<file path="src/assert_macros.svh">
// ----------------------------------------------------------------------------
// Assertion macros
// Shared wrappers for concurrent assertions on clk_i, disabled in reset.
// ----------------------------------------------------------------------------
`ifndef ASSERT_MACROS_SVH
`define ASSERT_MACROS_SVH

// Property must hold at every clock edge outside reset.
`define ASSERT_PROP(name, prop, msg) \
  name: assert property (@(posedge clk_i) disable iff (!rst_ni) (prop)) else $error(msg);

// Expression must never be true outside reset.
`define ASSERT_NEVER(name, expr, msg) \
  `ASSERT_PROP(name, !(expr), msg)

`endif

</file>
<file path="src/fhc_pkg.sv">
// ----------------------------------------------------------------------------
// Fronthaul header classifier package
// Shared constants, codes and the record types passed between the stages.
// ----------------------------------------------------------------------------
package fhc_pkg;

  // Frame byte counter, saturating
  localparam int unsigned CountW = 17;
  localparam logic [CountW-1:0] CountMax = '1;

  // L2 payload offset
  localparam int unsigned OffW = 5;
  localparam logic [OffW-1:0] L2Offset = 5'd14;
  localparam logic [OffW-1:0] TagLen   = 5'd4;
  localparam logic [1:0]      MaxTags  = 2'd2;

  // eCPRI common, message, application and section header bytes kept
  localparam int unsigned EcpriBytes = 16;
  localparam int unsigned EcptrW     = $clog2(EcpriBytes);

  // Bytes needed after the L2 offset for each header level
  localparam logic [CountW-1:0] HdrCommonLen = 17'd4;
  localparam logic [CountW-1:0] MsgHdrEnd    = 17'd8;
  localparam logic [CountW-1:0] AppHdrEnd    = 17'd12;
  localparam logic [CountW-1:0] CSectEnd     = 17'd14;
  localparam logic [CountW-1:0] USectEnd     = 17'd16;
  localparam logic [15:0]       MinPayload   = 16'd4;

  // EtherTypes and TPIDs
  localparam logic [15:0] TpidCtag   = 16'h8100;
  localparam logic [15:0] TpidStag   = 16'h88A8;
  localparam logic [15:0] EtypeEcpri = 16'hAEFE;
  localparam logic [15:0] EtypePtp   = 16'h88F7;

  // eCPRI message types and revision
  localparam logic [7:0] MsgIq    = 8'h00;
  localparam logic [7:0] MsgRtc   = 8'h02;
  localparam logic [7:0] MsgDelay = 8'h05;
  localparam logic [3:0] EcpriRev = 4'd1;

  // Plane codes of the result
  localparam logic [2:0] PlaneNone  = 3'd0;
  localparam logic [2:0] PlaneU     = 3'd1;
  localparam logic [2:0] PlaneC     = 3'd2;
  localparam logic [2:0] PlaneDelay = 3'd3;
  localparam logic [2:0] PlanePtp   = 3'd4;

  // Queue between front and back
  localparam int unsigned QueueDepth = 2;
  localparam int unsigned QPtrW      = $clog2(QueueDepth);

  typedef enum logic [1:0] {
    KindOther = 2'd0,
    KindPtp   = 2'd1,
    KindEcpri = 2'd2
  } fhc_kind_e;

  // Per-frame summary produced by the front end
  typedef struct packed {
    logic [CountW-1:0]            plen;
    logic [OffW-1:0]              off;
    logic [1:0]                   tags;
    logic                         typ_done;
    fhc_kind_e                    kind;
    logic [11:0]                  vid_outer;
    logic [11:0]                  vid_inner;
    logic [EcpriBytes-1:0][7:0]   ehdr;
  } fhc_frame_t;

  // One result item
  typedef struct packed {
    logic [2:0]  plane;
    logic        malformed;
    logic [1:0]  vlan_tags;
    logic [11:0] outer_vlan;
    logic [11:0] inner_vlan;
    logic        concat_bit;
    logic [15:0] payload_len;
    logic [15:0] eaxc_id;
    logic [15:0] seq_id;
    logic [31:0] radio_header_word;
    logic [31:0] section_word;
  } fhc_result_t;

endpackage

</file>
<file path="src/fhc_intf.sv">
// ----------------------------------------------------------------------------
// Fronthaul header classifier channels
// Byte stream input channel and result output channel, valid/ready.
// ----------------------------------------------------------------------------
interface fhc_rx_if;
  logic       valid;
  logic       ready;
  logic [7:0] rx_byte;
  logic       frame_end;

  modport source (output valid, rx_byte, frame_end, input ready);
  modport sink   (input valid, rx_byte, frame_end, output ready);
endinterface

interface fhc_res_if;
  logic        valid;
  logic        ready;
  logic [2:0]  plane;
  logic        malformed;
  logic [1:0]  vlan_tags;
  logic [11:0] outer_vlan;
  logic [11:0] inner_vlan;
  logic        concat_bit;
  logic [15:0] payload_len;
  logic [15:0] eaxc_id;
  logic [15:0] seq_id;
  logic [31:0] radio_header_word;
  logic [31:0] section_word;

  modport source (
    output valid, plane, malformed, vlan_tags, outer_vlan, inner_vlan, concat_bit,
           payload_len, eaxc_id, seq_id, radio_header_word, section_word,
    input  ready
  );
  modport sink (
    input  valid, plane, malformed, vlan_tags, outer_vlan, inner_vlan, concat_bit,
           payload_len, eaxc_id, seq_id, radio_header_word, section_word,
    output ready
  );
endinterface

</file>
<file path="src/fhc_front.sv">
// ----------------------------------------------------------------------------
// Fronthaul header classifier front end
// Takes one byte per cycle while the queue is not full, strips VLAN tags,
// finds the EtherType and captures the eCPRI header bytes on the fly; pushes
// a frame summary on the last byte of each frame.
// ----------------------------------------------------------------------------
`include "assert_macros.svh"

module fhc_front (
  input  logic                clk_i,
  input  logic                rst_ni,
  fhc_rx_if.sink              rx_i,
  input  logic                full_i,
  output logic                push_o,
  output fhc_pkg::fhc_frame_t frame_o
);
  import fhc_pkg::*;

  logic                       accept;
  logic [15:0]                typ;
  logic                       is_tag;
  logic [OffW-1:0]            off_m1;
  logic [OffW-1:0]            off_m3;
  logic                       at_type;
  logic                       at_vid;
  logic [1:0]                 tags_now;

  // Per-frame control state
  logic [CountW-1:0]          pos_q, pos_d;
  logic [OffW-1:0]            off_q, off_d;
  logic [1:0]                 tags_q, tags_d;
  logic                       pend_q, pend_d;
  logic                       done_q, done_d;
  fhc_kind_e                  kind_q, kind_d;
  logic [EcptrW:0]            ecnt_q, ecnt_d;

  // Captured payload
  logic [7:0]                 prev_q;
  logic [11:0]                vid0_q, vid0_d;
  logic [11:0]                vid1_q, vid1_d;
  logic [EcpriBytes-1:0][7:0] ehdr_q, ehdr_d;

  // Values after this byte, before the end-of-frame restart
  logic [CountW-1:0]          upd_plen;
  logic [OffW-1:0]            upd_off;
  logic [1:0]                 upd_tags;
  logic                       upd_pend;
  logic                       upd_done;
  fhc_kind_e                  upd_kind;
  logic [EcptrW:0]            upd_ecnt;

  assign rx_i.ready = !full_i;
  assign accept     = rx_i.valid && rx_i.ready;

  // Type / tag position decode
  assign typ      = {prev_q, rx_i.rx_byte};
  assign is_tag   = (typ == TpidCtag) || (typ == TpidStag);
  assign off_m1   = off_q - 5'd1;
  assign off_m3   = off_q - 5'd3;
  assign at_type  = !done_q && (pos_q == {{(CountW-OffW){1'b0}}, off_m1});
  assign at_vid   = pend_q && (pos_q == {{(CountW-OffW){1'b0}}, off_m3});
  assign tags_now = tags_q + {1'b0, pend_q};

  // Per-byte parse update
  always_comb begin
    upd_plen = (pos_q == CountMax) ? pos_q : pos_q + 1'b1;
    upd_off  = off_q;
    upd_tags = tags_q;
    upd_pend = pend_q;
    upd_done = done_q;
    upd_kind = kind_q;
    upd_ecnt = ecnt_q;
    vid0_d   = vid0_q;
    vid1_d   = vid1_q;
    ehdr_d   = ehdr_q;

    // VLAN ID of the tag being read
    if (at_vid) begin
      if (tags_q == 2'd0) begin
        vid0_d = {prev_q[3:0], rx_i.rx_byte};
      end else begin
        vid1_d = {prev_q[3:0], rx_i.rx_byte};
      end
    end

    // TPID or EtherType complete: open another tag or settle the kind
    if (at_type) begin
      upd_tags = tags_now;
      upd_pend = 1'b0;
      if (is_tag && (tags_now != MaxTags)) begin
        upd_pend = 1'b1;
        upd_off  = off_q + TagLen;
      end else begin
        upd_done = 1'b1;
        if (typ == EtypePtp) begin
          upd_kind = KindPtp;
        end else if (typ == EtypeEcpri) begin
          upd_kind = KindEcpri;
        end else begin
          upd_kind = KindOther;
        end
      end
    end

    // eCPRI header bytes, indexed from the L2 offset
    if (done_q && (kind_q == KindEcpri) && !ecnt_q[EcptrW]) begin
      ehdr_d[ecnt_q[EcptrW-1:0]] = rx_i.rx_byte;
      upd_ecnt = ecnt_q + 1'b1;
    end
  end

  // Restart the parse after the last byte
  always_comb begin
    if (rx_i.frame_end) begin
      pos_d  = '0;
      off_d  = L2Offset;
      tags_d = '0;
      pend_d = 1'b0;
      done_d = 1'b0;
      kind_d = KindOther;
      ecnt_d = '0;
    end else begin
      pos_d  = upd_plen;
      off_d  = upd_off;
      tags_d = upd_tags;
      pend_d = upd_pend;
      done_d = upd_done;
      kind_d = upd_kind;
      ecnt_d = upd_ecnt;
    end
  end

  // Frame summary
  assign push_o             = accept && rx_i.frame_end;
  assign frame_o.plen       = upd_plen;
  assign frame_o.off        = upd_off;
  assign frame_o.tags       = upd_tags;
  assign frame_o.typ_done   = upd_done;
  assign frame_o.kind       = upd_kind;
  assign frame_o.vid_outer  = vid0_d;
  assign frame_o.vid_inner  = vid1_d;
  assign frame_o.ehdr       = ehdr_d;

  // Control registers
  always_ff @(posedge clk_i or negedge rst_ni) begin
    if (!rst_ni) begin
      pos_q  <= '0;
      off_q  <= L2Offset;
      tags_q <= '0;
      pend_q <= 1'b0;
      done_q <= 1'b0;
      kind_q <= KindOther;
      ecnt_q <= '0;
    end else if (accept) begin
      pos_q  <= pos_d;
      off_q  <= off_d;
      tags_q <= tags_d;
      pend_q <= pend_d;
      done_q <= done_d;
      kind_q <= kind_d;
      ecnt_q <= ecnt_d;
    end
  end

  // Payload registers
  always_ff @(posedge clk_i) begin
    if (accept) begin
      prev_q <= rx_i.rx_byte;
      vid0_q <= vid0_d;
      vid1_q <= vid1_d;
      ehdr_q <= ehdr_d;
    end
  end

  `ASSERT_PROP(a_off_legal, (off_q == 5'd14) || (off_q == 5'd18) || (off_q == 5'd22), "front: L2 offset out of range")
  `ASSERT_NEVER(a_pend_done, pend_q && (done_q || (tags_q == MaxTags)), "front: tag open after type settled")

endmodule

</file>
<file path="src/fhc_queue.sv">
// ----------------------------------------------------------------------------
// Fronthaul header classifier frame queue
// Short FIFO of frame summaries between the front end and the back end.
// ----------------------------------------------------------------------------
`include "assert_macros.svh"

module fhc_queue (
  input  logic                clk_i,
  input  logic                rst_ni,
  input  logic                push_i,
  input  fhc_pkg::fhc_frame_t data_i,
  output logic                full_o,
  input  logic                pop_i,
  output logic                valid_o,
  output fhc_pkg::fhc_frame_t head_o
);
  import fhc_pkg::*;

  fhc_frame_t       mem_q [QueueDepth];
  logic [QPtrW-1:0] wr_q;
  logic [QPtrW-1:0] rd_q;
  logic [QPtrW:0]   cnt_q;

  assign full_o  = (cnt_q == (QPtrW+1)'(QueueDepth));
  assign valid_o = (cnt_q != '0);
  assign head_o  = mem_q[rd_q];

  // Pointers and fill count
  always_ff @(posedge clk_i or negedge rst_ni) begin
    if (!rst_ni) begin
      wr_q  <= '0;
      rd_q  <= '0;
      cnt_q <= '0;
    end else begin
      if (push_i) begin
        wr_q <= (wr_q == QPtrW'(QueueDepth-1)) ? '0 : wr_q + 1'b1;
      end
      if (pop_i) begin
        rd_q <= (rd_q == QPtrW'(QueueDepth-1)) ? '0 : rd_q + 1'b1;
      end
      if (push_i && !pop_i) begin
        cnt_q <= cnt_q + 1'b1;
      end else if (pop_i && !push_i) begin
        cnt_q <= cnt_q - 1'b1;
      end
    end
  end

  // Entry storage
  always_ff @(posedge clk_i) begin
    if (push_i) begin
      mem_q[wr_q] <= data_i;
    end
  end

  `ASSERT_NEVER(a_no_overflow, push_i && full_o, "queue: push while full")
  `ASSERT_NEVER(a_no_underflow, pop_i && !valid_o, "queue: pop while empty")

endmodule

</file>
<file path="src/fhc_back.sv">
// ----------------------------------------------------------------------------
// Fronthaul header classifier back end
// Runs the length, revision and size checks on a frame summary and holds
// the result item in an output register.
// ----------------------------------------------------------------------------
`include "assert_macros.svh"

module fhc_back (
  input  logic                clk_i,
  input  logic                rst_ni,
  input  logic                valid_i,
  input  fhc_pkg::fhc_frame_t frame_i,
  output logic                pop_o,
  fhc_res_if.source           res_o
);
  import fhc_pkg::*;

  logic [CountW-1:0] avail;
  logic [CountW-1:0] need;
  logic [15:0]       size;
  logic [7:0]        mtype;
  logic              short_size;
  fhc_result_t       res_d;
  fhc_result_t       res_q;
  logic              out_valid_q;
  logic              bad_plane;

  // Bytes after the L2 offset, and length needed by the payload size
  assign size       = {frame_i.ehdr[2], frame_i.ehdr[3]};
  assign mtype      = frame_i.ehdr[1];
  assign avail      = frame_i.plen - CountW'(frame_i.off);
  assign need       = CountW'(size) + CountW'(frame_i.off) + HdrCommonLen;
  assign short_size = frame_i.plen < need;

  // Result fields
  always_comb begin
    res_d           = '0;
    res_d.vlan_tags = frame_i.tags;
    if (frame_i.tags != 2'd0) begin
      res_d.outer_vlan = frame_i.vid_outer;
    end
    if (frame_i.tags == MaxTags) begin
      res_d.inner_vlan = frame_i.vid_inner;
    end

    if (!frame_i.typ_done) begin
      // too short for Ethernet or for an announced tag
      res_d.malformed = 1'b1;
    end else begin
      unique case (frame_i.kind)
        KindPtp: begin
          res_d.plane = PlanePtp;
        end
        KindEcpri: begin
          if (avail < HdrCommonLen) begin
            res_d.malformed = 1'b1;
          end else begin
            res_d.concat_bit  = frame_i.ehdr[0][0];
            res_d.payload_len = size;
            if ((frame_i.ehdr[0][7:4] != EcpriRev) || short_size) begin
              res_d.malformed = 1'b1;
            end else if ((mtype == MsgIq) || (mtype == MsgRtc)) begin
              if ((size < MinPayload) || (avail < MsgHdrEnd)) begin
                res_d.malformed = 1'b1;
              end else begin
                res_d.eaxc_id = {frame_i.ehdr[4], frame_i.ehdr[5]};
                res_d.seq_id  = {frame_i.ehdr[6], frame_i.ehdr[7]};
                if (avail < AppHdrEnd) begin
                  res_d.malformed = 1'b1;
                end else begin
                  res_d.radio_header_word = {frame_i.ehdr[8], frame_i.ehdr[9],
                                             frame_i.ehdr[10], frame_i.ehdr[11]};
                  if (mtype == MsgIq) begin
                    res_d.plane = PlaneU;
                    if (avail >= USectEnd) begin
                      res_d.section_word = {frame_i.ehdr[12], frame_i.ehdr[13],
                                            frame_i.ehdr[14], frame_i.ehdr[15]};
                    end
                  end else begin
                    res_d.plane = PlaneC;
                    if (avail >= CSectEnd) begin
                      res_d.section_word = {frame_i.ehdr[12], frame_i.ehdr[13], 16'h0000};
                    end
                  end
                end
              end
            end else if (mtype == MsgDelay) begin
              res_d.plane = PlaneDelay;
            end
          end
        end
        default: begin
          res_d.plane = PlaneNone;
        end
      endcase
    end
  end

  // Output register
  assign pop_o = valid_i && (!out_valid_q || res_o.ready);

  always_ff @(posedge clk_i or negedge rst_ni) begin
    if (!rst_ni) begin
      out_valid_q <= 1'b0;
    end else if (pop_o) begin
      out_valid_q <= 1'b1;
    end else if (res_o.ready) begin
      out_valid_q <= 1'b0;
    end
  end

  always_ff @(posedge clk_i) begin
    if (pop_o) begin
      res_q <= res_d;
    end
  end

  assign res_o.valid             = out_valid_q;
  assign res_o.plane             = res_q.plane;
  assign res_o.malformed         = res_q.malformed;
  assign res_o.vlan_tags         = res_q.vlan_tags;
  assign res_o.outer_vlan        = res_q.outer_vlan;
  assign res_o.inner_vlan        = res_q.inner_vlan;
  assign res_o.concat_bit        = res_q.concat_bit;
  assign res_o.payload_len       = res_q.payload_len;
  assign res_o.eaxc_id           = res_q.eaxc_id;
  assign res_o.seq_id            = res_q.seq_id;
  assign res_o.radio_header_word = res_q.radio_header_word;
  assign res_o.section_word      = res_q.section_word;

  // Malformed item offered with a plane other than none
  assign bad_plane = out_valid_q && res_q.malformed && (res_q.plane != PlaneNone);

  `ASSERT_NEVER(a_malformed_none, bad_plane, "back: malformed item with a plane")

endmodule

</file>
<file path="src/fronthaul_header_classifier.sv">
// ----------------------------------------------------------------------------
// Fronthaul header classifier
// Classifies Ethernet fronthaul frames (PTP, eCPRI U/C-plane, delay) and
// reports VLAN tags and the leading eCPRI / radio header fields.
// ----------------------------------------------------------------------------
// Frame bytes are taken one per clock on rx_i while rx_i.ready is high, with
// no gaps needed between frames; the byte with frame_end set closes the frame
// and yields exactly one result item on res_o via the frame queue and the
// output register. Header fields are captured as the bytes stream past into
// header registers that are not cleared after reset. A two-entry frame
// queue sits between the byte parser and the check/output stage: rx_i.ready
// drops only while that queue is full, i.e. when res_o has been held off.
// ----------------------------------------------------------------------------
module fronthaul_header_classifier (
  input  logic      clk_i,
  input  logic      rst_ni,
  fhc_rx_if.sink    rx_i,
  fhc_res_if.source res_o
);
  import fhc_pkg::*;

  logic       push;
  logic       full;
  logic       pop;
  logic       head_valid;
  fhc_frame_t frame_in;
  fhc_frame_t frame_head;

  fhc_front u_front (
    .clk_i   (clk_i),
    .rst_ni  (rst_ni),
    .rx_i    (rx_i),
    .full_i  (full),
    .push_o  (push),
    .frame_o (frame_in)
  );

  fhc_queue u_queue (
    .clk_i   (clk_i),
    .rst_ni  (rst_ni),
    .push_i  (push),
    .data_i  (frame_in),
    .full_o  (full),
    .pop_i   (pop),
    .valid_o (head_valid),
    .head_o  (frame_head)
  );

  fhc_back u_back (
    .clk_i   (clk_i),
    .rst_ni  (rst_ni),
    .valid_i (head_valid),
    .frame_i (frame_head),
    .pop_o   (pop),
    .res_o   (res_o)
  );

endmodule
</file>
<file path="src/flat_wrapper.sv">
// flat-port wrapper written by rule: the top's interface ports become plain ports
module fronthaul_header_classifier_flat import fhc_pkg::*;
  (clk_i, rst_ni, rx_i_valid, rx_i_rx_byte, rx_i_frame_end, rx_i_ready, res_o_valid, res_o_plane, res_o_malformed, res_o_vlan_tags, res_o_outer_vlan, res_o_inner_vlan, res_o_concat_bit, res_o_payload_len, res_o_eaxc_id, res_o_seq_id, res_o_radio_header_word, res_o_section_word, res_o_ready);
  fhc_rx_if rx_i_i ();
  fhc_res_if res_o_i ();
  input  logic clk_i;
  input  logic rst_ni;
  input wire logic [$bits(rx_i_i.valid)-1:0] rx_i_valid;
  input wire logic [$bits(rx_i_i.rx_byte)-1:0] rx_i_rx_byte;
  input wire logic [$bits(rx_i_i.frame_end)-1:0] rx_i_frame_end;
  output wire logic [$bits(rx_i_i.ready)-1:0] rx_i_ready;
  output wire logic [$bits(res_o_i.valid)-1:0] res_o_valid;
  output wire logic [$bits(res_o_i.plane)-1:0] res_o_plane;
  output wire logic [$bits(res_o_i.malformed)-1:0] res_o_malformed;
  output wire logic [$bits(res_o_i.vlan_tags)-1:0] res_o_vlan_tags;
  output wire logic [$bits(res_o_i.outer_vlan)-1:0] res_o_outer_vlan;
  output wire logic [$bits(res_o_i.inner_vlan)-1:0] res_o_inner_vlan;
  output wire logic [$bits(res_o_i.concat_bit)-1:0] res_o_concat_bit;
  output wire logic [$bits(res_o_i.payload_len)-1:0] res_o_payload_len;
  output wire logic [$bits(res_o_i.eaxc_id)-1:0] res_o_eaxc_id;
  output wire logic [$bits(res_o_i.seq_id)-1:0] res_o_seq_id;
  output wire logic [$bits(res_o_i.radio_header_word)-1:0] res_o_radio_header_word;
  output wire logic [$bits(res_o_i.section_word)-1:0] res_o_section_word;
  input wire logic [$bits(res_o_i.ready)-1:0] res_o_ready;
  assign rx_i_i.valid = rx_i_valid;
  assign rx_i_i.rx_byte = rx_i_rx_byte;
  assign rx_i_i.frame_end = rx_i_frame_end;
  assign rx_i_ready = rx_i_i.ready;
  assign res_o_valid = res_o_i.valid;
  assign res_o_plane = res_o_i.plane;
  assign res_o_malformed = res_o_i.malformed;
  assign res_o_vlan_tags = res_o_i.vlan_tags;
  assign res_o_outer_vlan = res_o_i.outer_vlan;
  assign res_o_inner_vlan = res_o_i.inner_vlan;
  assign res_o_concat_bit = res_o_i.concat_bit;
  assign res_o_payload_len = res_o_i.payload_len;
  assign res_o_eaxc_id = res_o_i.eaxc_id;
  assign res_o_seq_id = res_o_i.seq_id;
  assign res_o_radio_header_word = res_o_i.radio_header_word;
  assign res_o_section_word = res_o_i.section_word;
  assign res_o_i.ready = res_o_ready;
  fronthaul_header_classifier u_core (.clk_i(clk_i), .rst_ni(rst_ni), .rx_i(rx_i_i), .res_o(res_o_i));
endmodule
</file>
<file path="config.mk">
export PLATFORM = sky130hd
export DESIGN_NAME = fronthaul_header_classifier_flat
export DESIGN_NICKNAME = d
export VERILOG_FILES = /design/src/fhc_pkg.sv /design/src/fhc_intf.sv /design/src/fhc_front.sv /design/src/fhc_queue.sv /design/src/fhc_back.sv /design/src/fronthaul_header_classifier.sv /design/src/flat_wrapper.sv
export VERILOG_INCLUDE_DIRS = /design/src /design/src/src
export SDC_FILE = /design/constraint.sdc
export NUM_CORES = 1
export LEC_CHECK = 0
export BUFFER_PORTS_ARGS = -buffer_cell sky130_fd_sc_hd__buf_2
export CAP_MARGIN = 25
export CORE_MARGIN = 4
export CORE_UTILIZATION = 25
export CTS_CLUSTER_DIAMETER = 100
export DETAILED_ROUTE_END_ITERATION = 6
export PLACE_DENSITY = 0.37
export SLEW_MARGIN = 20
export SYNTH_ARGS = -nofsm -noshare
export SYNTH_HDL_FRONTEND = slang
export SYNTH_SLANG_ARGS = --single-unit
</file>
<file path="constraint.sdc">
create_clock -name clk_i -period 12 [get_ports clk_i]
set_input_delay 1.2 -clock clk_i [delete_from_list [all_inputs] [get_ports clk_i]]
set_output_delay 1.2 -clock clk_i [all_outputs]
set_load 0.02 [all_outputs]
</file>
---- After elaboration in Yosys (flattened, before gate mapping) ----
Memories as Yosys holds them, arrays and structs flattened.
Index checks and enable logic that the tools add are counted.
cells by class
  add/subtract/negate cells ............... 13
  $lt $le $gt $ge ......................... 9
  eq/ne operators ......................... 16
  mux-type cells .......................... 53
  bitwise logic cells ..................... 3
  reductions and logical operators ........ 35
operators with widths
  cell                   number
  $bwmux 128             1
  $mux 128               1
  $mux 32                3
  $eq 16x16->1 const B   4
  $mux 12                4
  $eq 17x5->1            2
  $lt 17x4->1 const B    2
  $mux 17                2
  $demux 8 s4            1
  $mux 2                 13
  $mux 5                 5
  $mux 1                 18
  $add 16x5->17          1
  $add 17x1->17 const B  1
  $add 17x3->17 const B  1
  $eq 17x17->1 const B   1
  $ge 17x4->1 const B    1
  $ge 17x5->1 const B    1
  $lt 17x17->1           1
  $lt 17x3->1 const B    1
  $sub 17x5->17          1
  $lt 16x3->1 const B    1
  $reduce_bool 2->1      6
  $logic_and 1x1->1      11
  other kinds (28)       46
word-level totals
  flip-flop bits (word level) ............. 341
  bits in writable memories ............... 358
  output and inout bits ................... 145
  logic and storage cells ................. 171
  memories kept ........................... 1
memories
  memory                words  bits a word  rd ports  clocked after Yosys merged registers in  wr ports  RTL line         text
  u_core.u_queue.mem_q  2      179          1         0                                        1         fhc_queue.sv:19  fhc_frame_t mem_q [QueueDepth];

---- Depth between registers and ports, before layout ----
An unclocked memory read counts as a cell.
  depth after elaboration ................. 9
  depth in mapped cells ................... 26

---- Hierarchy ----
Synthesis repeated with hierarchy kept, for this count alone.
second synthesis, totals
  cell total of the unflattened synthesis .. 1735
  area total of the unflattened synthesis .. 29583.4 µm²
modules (own cells, without submodules)
  module     times used  cells an instance  area each (µm²)
  fhc_queue  1           573                13505.5
  fhc_front  1           667                9265.1
  fhc_back   1           495                6812.8

---- Worst setup path before layout ----
OpenSTA, ideal clock, no wires.
  path type ............................... input to register
  start point ............................. in rx_i_valid
  end point ............................... mem u_core.u_queue.mem_q[1][0] in the netlist's numbering, enable pin
  arrival ................................. 10159 ps
  required time ........................... 11443 ps
  slack ................................... 1284 ps
  cell stages on the path ................. 4
  buffers on the path ..................... 1
  cell sequence ........................... nand2_1 > inv_1 > clkbuf_1 > and3_1
between the ends
  cells in the longest elaborated chain, start to end .. 4
ends and longest elaborated chain
  what                          RTL line           text
  start: declaration            flat_wrapper.sv:8  input wire logic [$bits(rx_i_i.valid)-1:0] rx_i_valid;
  $logic_and 1x1->1             fhc_front.sv:53    assign accept = rx_i.valid && rx_i.ready;
  net u_core.u_front.accept     fhc_front.sv:19    logic accept;
  $logic_and 1x1->1             fhc_front.sv:134   assign push_o = accept && rx_i.frame_end;
  $mux 1                        fhc_queue.sv:51    if (push_i) begin
  $mux 1 (implied by the code)  fhc_queue.sv:52    mem_q[wr_q] <= data_i;
  end: declaration              fhc_queue.sv:19
The timed path passes the listed nets, and every way through them passes these cells.

---- Worst setup path in the final report ----
  start point ............................. reg u_core.u_queue.rd_q
  end point ............................... reg u_core.u_back.res_q (netlist bit u_core.u_back.res_o.section_word[19]) (data pin)
between the ends
  cells in the longest elaborated chain, start to end .. 6
ends and longest elaborated chain
  what                       RTL line         text
  start: declaration         fhc_queue.sv:21  logic [QPtrW-1:0] rd_q;
  start signal: assignment   fhc_queue.sv:39  rd_q <= (rd_q == QPtrW'(QueueDepth-1)) ? '0 : rd_q + 1'b1;
  $mem_v2 2x179 (*)          n/a
  $add 16x5->17              fhc_back.sv:32   assign need = CountW'(size) + CountW'(frame_i.off) + HdrCommonLen;
  $add 17x3->17              fhc_back.sv:32
  $lt 17x17->1               fhc_back.sv:33   assign short_size = frame_i.plen < need;
  $logic_or 1x1->1           fhc_back.sv:60   if ((frame_i.ehdr[0][7:4] != EcpriRev) || short_size) begin
  $reduce_or 7->1 (no line)  n/a
  end signal: assignment     fhc_back.sv:114  res_q <= res_d;
  end: declaration           fhc_back.sv:24   fhc_result_t res_q;
Every way passes the cells marked *; elsewhere a longest branch is shown, timed or not.
A chain may end at the register's enable or synchronous reset.

==> metrics.md <==
| Metric | Value |
|---|---|
| FFs w/ async S/R, synth | `5.39%` |
| Post-synthesis xor/xnor area fraction | `1.48%` |
| Largest net degree at the start of global routing | `137` |
| CTS resizes | `0` |
| Seq/Total Area, Yosys | `between 70% and 80%` |
| Leak | `11.7 nW` |
| Setup TNS | `0 ns` |
| Routed length per instance | `20.8 um` |
| Outcome | `complete, no violations` |
| Critical Path RT | `12.47 ns` |
| Worst r2r src | `u_core.u_queue.rd_q` |
| Final Max Tran Viols | `0` |
| DIE HEIGHT | `roughly 340 um` |
| Achievable Freq | `162 MHz` |
| Fill count | `approximately 11000` |
| Compound-Gate Fraction of Synth Area | `under 10%` |
| Largest family of logic cells by synthesized area | `multiplexers` |
| CP Class | `flop to flop` |
| Register area | `just over 20000 um2` |
| Worst EP arrival | `around 6.7 ns` |
| Number of global-route vias before repair | `15200` |
| Crit share post-route | `around half` |
| Initial antenna violation count | `5` |
| Clk slew on worst S/H paths | `~0.060 ns` |
| PD cells | `around 230 nW/um2` |
| Postcts setup bufs | `0` |
| Final Cell Area | `32900 um2` |
| Final setup viols | `0` |
| Nets | `1920` |
| Max-Cap Viols | `0` |
| Met3 GRT Util | `between 2 and 2.5%` |
| Die Wd | `341 um` |
| GRT Util Overall | `12.1%` |
| GR peak layer | `met2` |
| Ys flop type | `edfxtp_1` |
| Crit path max fanout | `33` |
| Worst slew margin | `roughly a third` |
| Area of the multi-input gates | `slightly below 7000 um2` |
| Die ar. | `117000 um2` |
| Core area | `about 110000 um2` |
| Syn. warnings | `0` |
| TritonCTS Sinks | `687` |
| Fraction of layout cells with a size suffix above 1 | `25.0%` |
| #FFs+latches synth | `687` |
| Placed inst area | `about 30000 um2` |
| DR iter-0 viols | `693` |
| Global-route met2 utilization | `20.0%` |
| Hold Buf Count CTS | `0` |
| CTS Root Cell | `clkbuf_16` |
| H-tree depth | `3` |
| Adder-cell area share of the yosys netlist | `2.08%` |
| Area grow syn2layout | `18.6%` |
| Unrepaired setup endpoints after global routing | `no` |
| Critical Path Start Type | `flop` |
| Hold WC Path Type | `input port to async pin` |
| Gpl congestion | `about 0.76` |
| CP endpoint kind | `flop` |
| GRT overflow | `0` |
| DRC | `0` |
| 1st-pass router iterations | `5` |
| Worst skew pair latency | `about 0.63 ns` |
| Simple-Gate Fraction of Synth Area | `5.97%` |
| Via Count | `between 10000 and 15000` |
| Final core occ | `a little under 30%` |
| Port Buf Inserts | `157` |
| Cells after Synth | `1671` |
| Final WL | `~71000 um` |
| VDD IR max | `119 uV` |
| Synth unique cells | `67` |
| Max Buffers Root-to-Sink | `3` |
| Worst-margin pin slew | `0.975 ns` |
| Fin. Hold Viols | `0` |
| Crit Reg-Reg Endpoint | `u_core.u_back.res_o.section_word[19]` |
| Post-layout min period | `around 6 ns` |
| Setup Skew | `about 0.021 ns` |
| CTS tree | `done` |
| Mean Syn Cell Area | `~17 um2` |
| Post-synth EDFFs | `650` |
| Final ANT Viol Nets | `0` |
| Cells on worst reg2reg path | `20` |
| DPL Wire Length | `between 40000 and 50000 um` |
| Cell area after synthesis | `around 28000 um2` |
| Io pins | `158` |
| DR vias/cell | `4.28` |
| Met1 GRT Util | `16.2%` |
| Setup slack, reg-to-reg | `5.82 ns` |
| Cell Rows | `122` |
| Num CTS Buffers | `81` |
| Initial Utilization | `between 20 and 30%` |
| Post-synthesis mux area share | `12.2%` |
| First-pass GRT wire length | `104000 um` |
-- metrics by stage --
stage / setup WS [ns] / std cells / hold WS, ns / total power, mW
3_5_place_dp: 5.73 / 3265 / 0.515 / 5.42
2_1_floorplan: 1.28 / 1672 / 0.461 / 4.78
6_report: 5.82 / 3413 / 0.499 / 7.70
4_1_cts: 5.68 / 3409 / 0.463 / 7.87
3_3_place_gp: 5.75 / 3262 / 0.489 / 5.40
5_1_grt: 5.45 / 3411 / 0.486 / 8.14
-- placed cells by master, fill, tap and decap left out, drive strengths merged, types with 7 or more instances in the layout --
cell type | netlist | final
xnor2 | 28 | 28
o21ai | 28 | 28
and3 | 8 | 8
mux2 | 171 | 171
nor3 | 18 | 18
mux2i | 146 | 146
buf | 25 | 180
clkbuf | 49 | 106
nor2 | 171 | 171
o31ai | 10 | 10
a22o | 9 | 9
inv | 29 | 34
nor2b | 10 | 10
nand2 | 47 | 47
a21o | 7 | 7
xor2 | 19 | 19
a21oi | 26 | 26
ha | 43 | 43
nand4 | 9 | 9
nor4 | 12 | 12
nand3 | 22 | 22
bufinv | 0 | 7
dfrtp | 34 | 34
and2 | 11 | 11
clkinv | 0 | 27
edfxtp | 650 | 650
nand2b | 8 | 8
-- flip-flops by register name, summed over array words and instances (netlist names), 2 cells and up --
| name | count |
|---|---|
| u_core.u_front.ehdr_q | 125 |
| u_core.u_front.tags_q | 2 |
| u_core.u_front.vid0_q | 12 |
| u_core.u_back.res_o.inner_vlan | 12 |
| u_core.u_front.prev_q | 8 |
| u_core.u_front.pos_q | 17 |
| u_core.u_back.res_o.seq_id | 16 |
| u_core.u_back.res_o.section_word | 32 |
| u_core.u_back.res_o.vlan_tags | 2 |
| u_core.u_back.res_o.eaxc_id | 16 |
| u_core.u_queue.cnt_q | 2 |
| u_core.u_front.off_q | 4 |
| u_core.u_queue.mem_q | 350 |
| u_core.u_back.res_o.radio_header_word | 32 |
| u_core.u_back.res_o.payload_len | 16 |
| u_core.u_back.res_o.plane | 3 |
| u_core.u_front.vid1_q | 12 |
| u_core.u_front.kind_q | 2 |
| u_core.u_front.ecnt_q | 5 |
| u_core.u_back.res_o.outer_vlan | 12 |
-- cell type report --
| type | instances | share of cell area, % |
|---|---|---|
| Antenna cell | 2 | 0.0152 |
| Clock buffer | 105 | 6.49 |
| Clock inverter | 39 | 1.27 |
| Inverter | 29 | 0.361 |
| Multi-Input combinational cell | 882 | 21.0 |
| Sequential cell | 687 | 62.1 |
| Tap cell | 1488 | 5.65 |
| Timing Repair Buffer | 181 | 3.08 |
-- cell families (layout without fill, tap and decap cells) --
group                    Yosys count  count (layout)
AO/OA/AOI/OAI                    121             121
XOR/XNOR                          47              47
adder cells (fa/ha/maj)           45              45
buffers and inverters            103             354
flip-flops                       687             687
multiplexers                     317             317
other                              1               4
AND/OR/NAND/NOR                  350             350
-- worst max-delay path, stage by stage (launching register included) --
cell       delay, ns
dfrtp_4         0.68
buf_4           0.59
mux2i_1         0.40
inv_1           0.08
ha_1            0.28
ha_1            0.33
a21oi_1         0.11
o21bai_1        0.15
a21oi_1         0.14
or2_2           0.30
nor4_1          0.42
xor2_1          0.13
ha_1            0.32
and4_1          0.22
nand3_1         0.08
a21oi_1         0.13
a211oi_1        0.08
o21ai_1         0.66
o2111ai_2       0.49
buf_6           0.30
nor2_1          0.12
-- cells in the mapped netlist, drive strengths merged (4+ instances only) --
master   instances  share of area (%)
edfxtp         650                 70
mux2           171                6.9
nor2           171                2.3
mux2i          146                5.3
clkbuf          49               0.66
nand2           47               0.64
ha              43                1.9
dfrtp           34                3.1
inv             29               0.39
o21ai           28               0.50
xnor2           28               0.88
a21oi           26               0.47
buf             25               0.52
nand3           22               0.40
xor2            19               0.60
nor3            18               0.32
nor4            12               0.29
and2            11               0.25
nor2b           10               0.23
o31ai           10               0.32
a22o             9               0.28
nand4            9               0.20
and3             8               0.18
nand2b           8               0.18
a21o             7               0.19
a31oi            5               0.11
o22ai            5               0.11
or3              5               0.11
and4             4               0.13
nand3b           4               0.11
nor4b            4               0.13
o2111ai          4               0.19
o211ai           4               0.14
or2              4              0.090
-- worst max-delay path by stage --
stage	end	depth (start not counted)	start
floorplan	u_core.u_queue.mem_q[1][0]	4	rx_i_valid
global placement	u_core.u_back.res_o.section_word[30]	19	u_core.u_queue.rd_q
detailed placement	u_core.u_back.res_o.section_word[19]	20	u_core.u_queue.rd_q
CTS	u_core.u_back.res_o.section_word[19]	20	u_core.u_queue.rd_q
global route	u_core.u_back.res_o.section_word[19]	20	u_core.u_queue.rd_q
finish	u_core.u_back.res_o.section_word[19]	20	u_core.u_queue.rd_q
-- per-layer routing --
layer | share of wire (%) | up-vias
li1 | - | 6760
met3 | 4.7 | 101
met1 | 46 | 7461
met2 | 48 | 271
met4 | 1.9 | 0
met5 | 0 | -
-- power by group --
group | leakage [nW] | internal (mW) | switching, mW
Combinational | 3.87 | 0.601 | 1.21
Clock | 1.24 | 1.41 | 0.977
Sequential | 6.56 | 3.32 | 0.185
Total | 11.7 | 5.33 | 2.37
(Power assumes the default switching activity.)
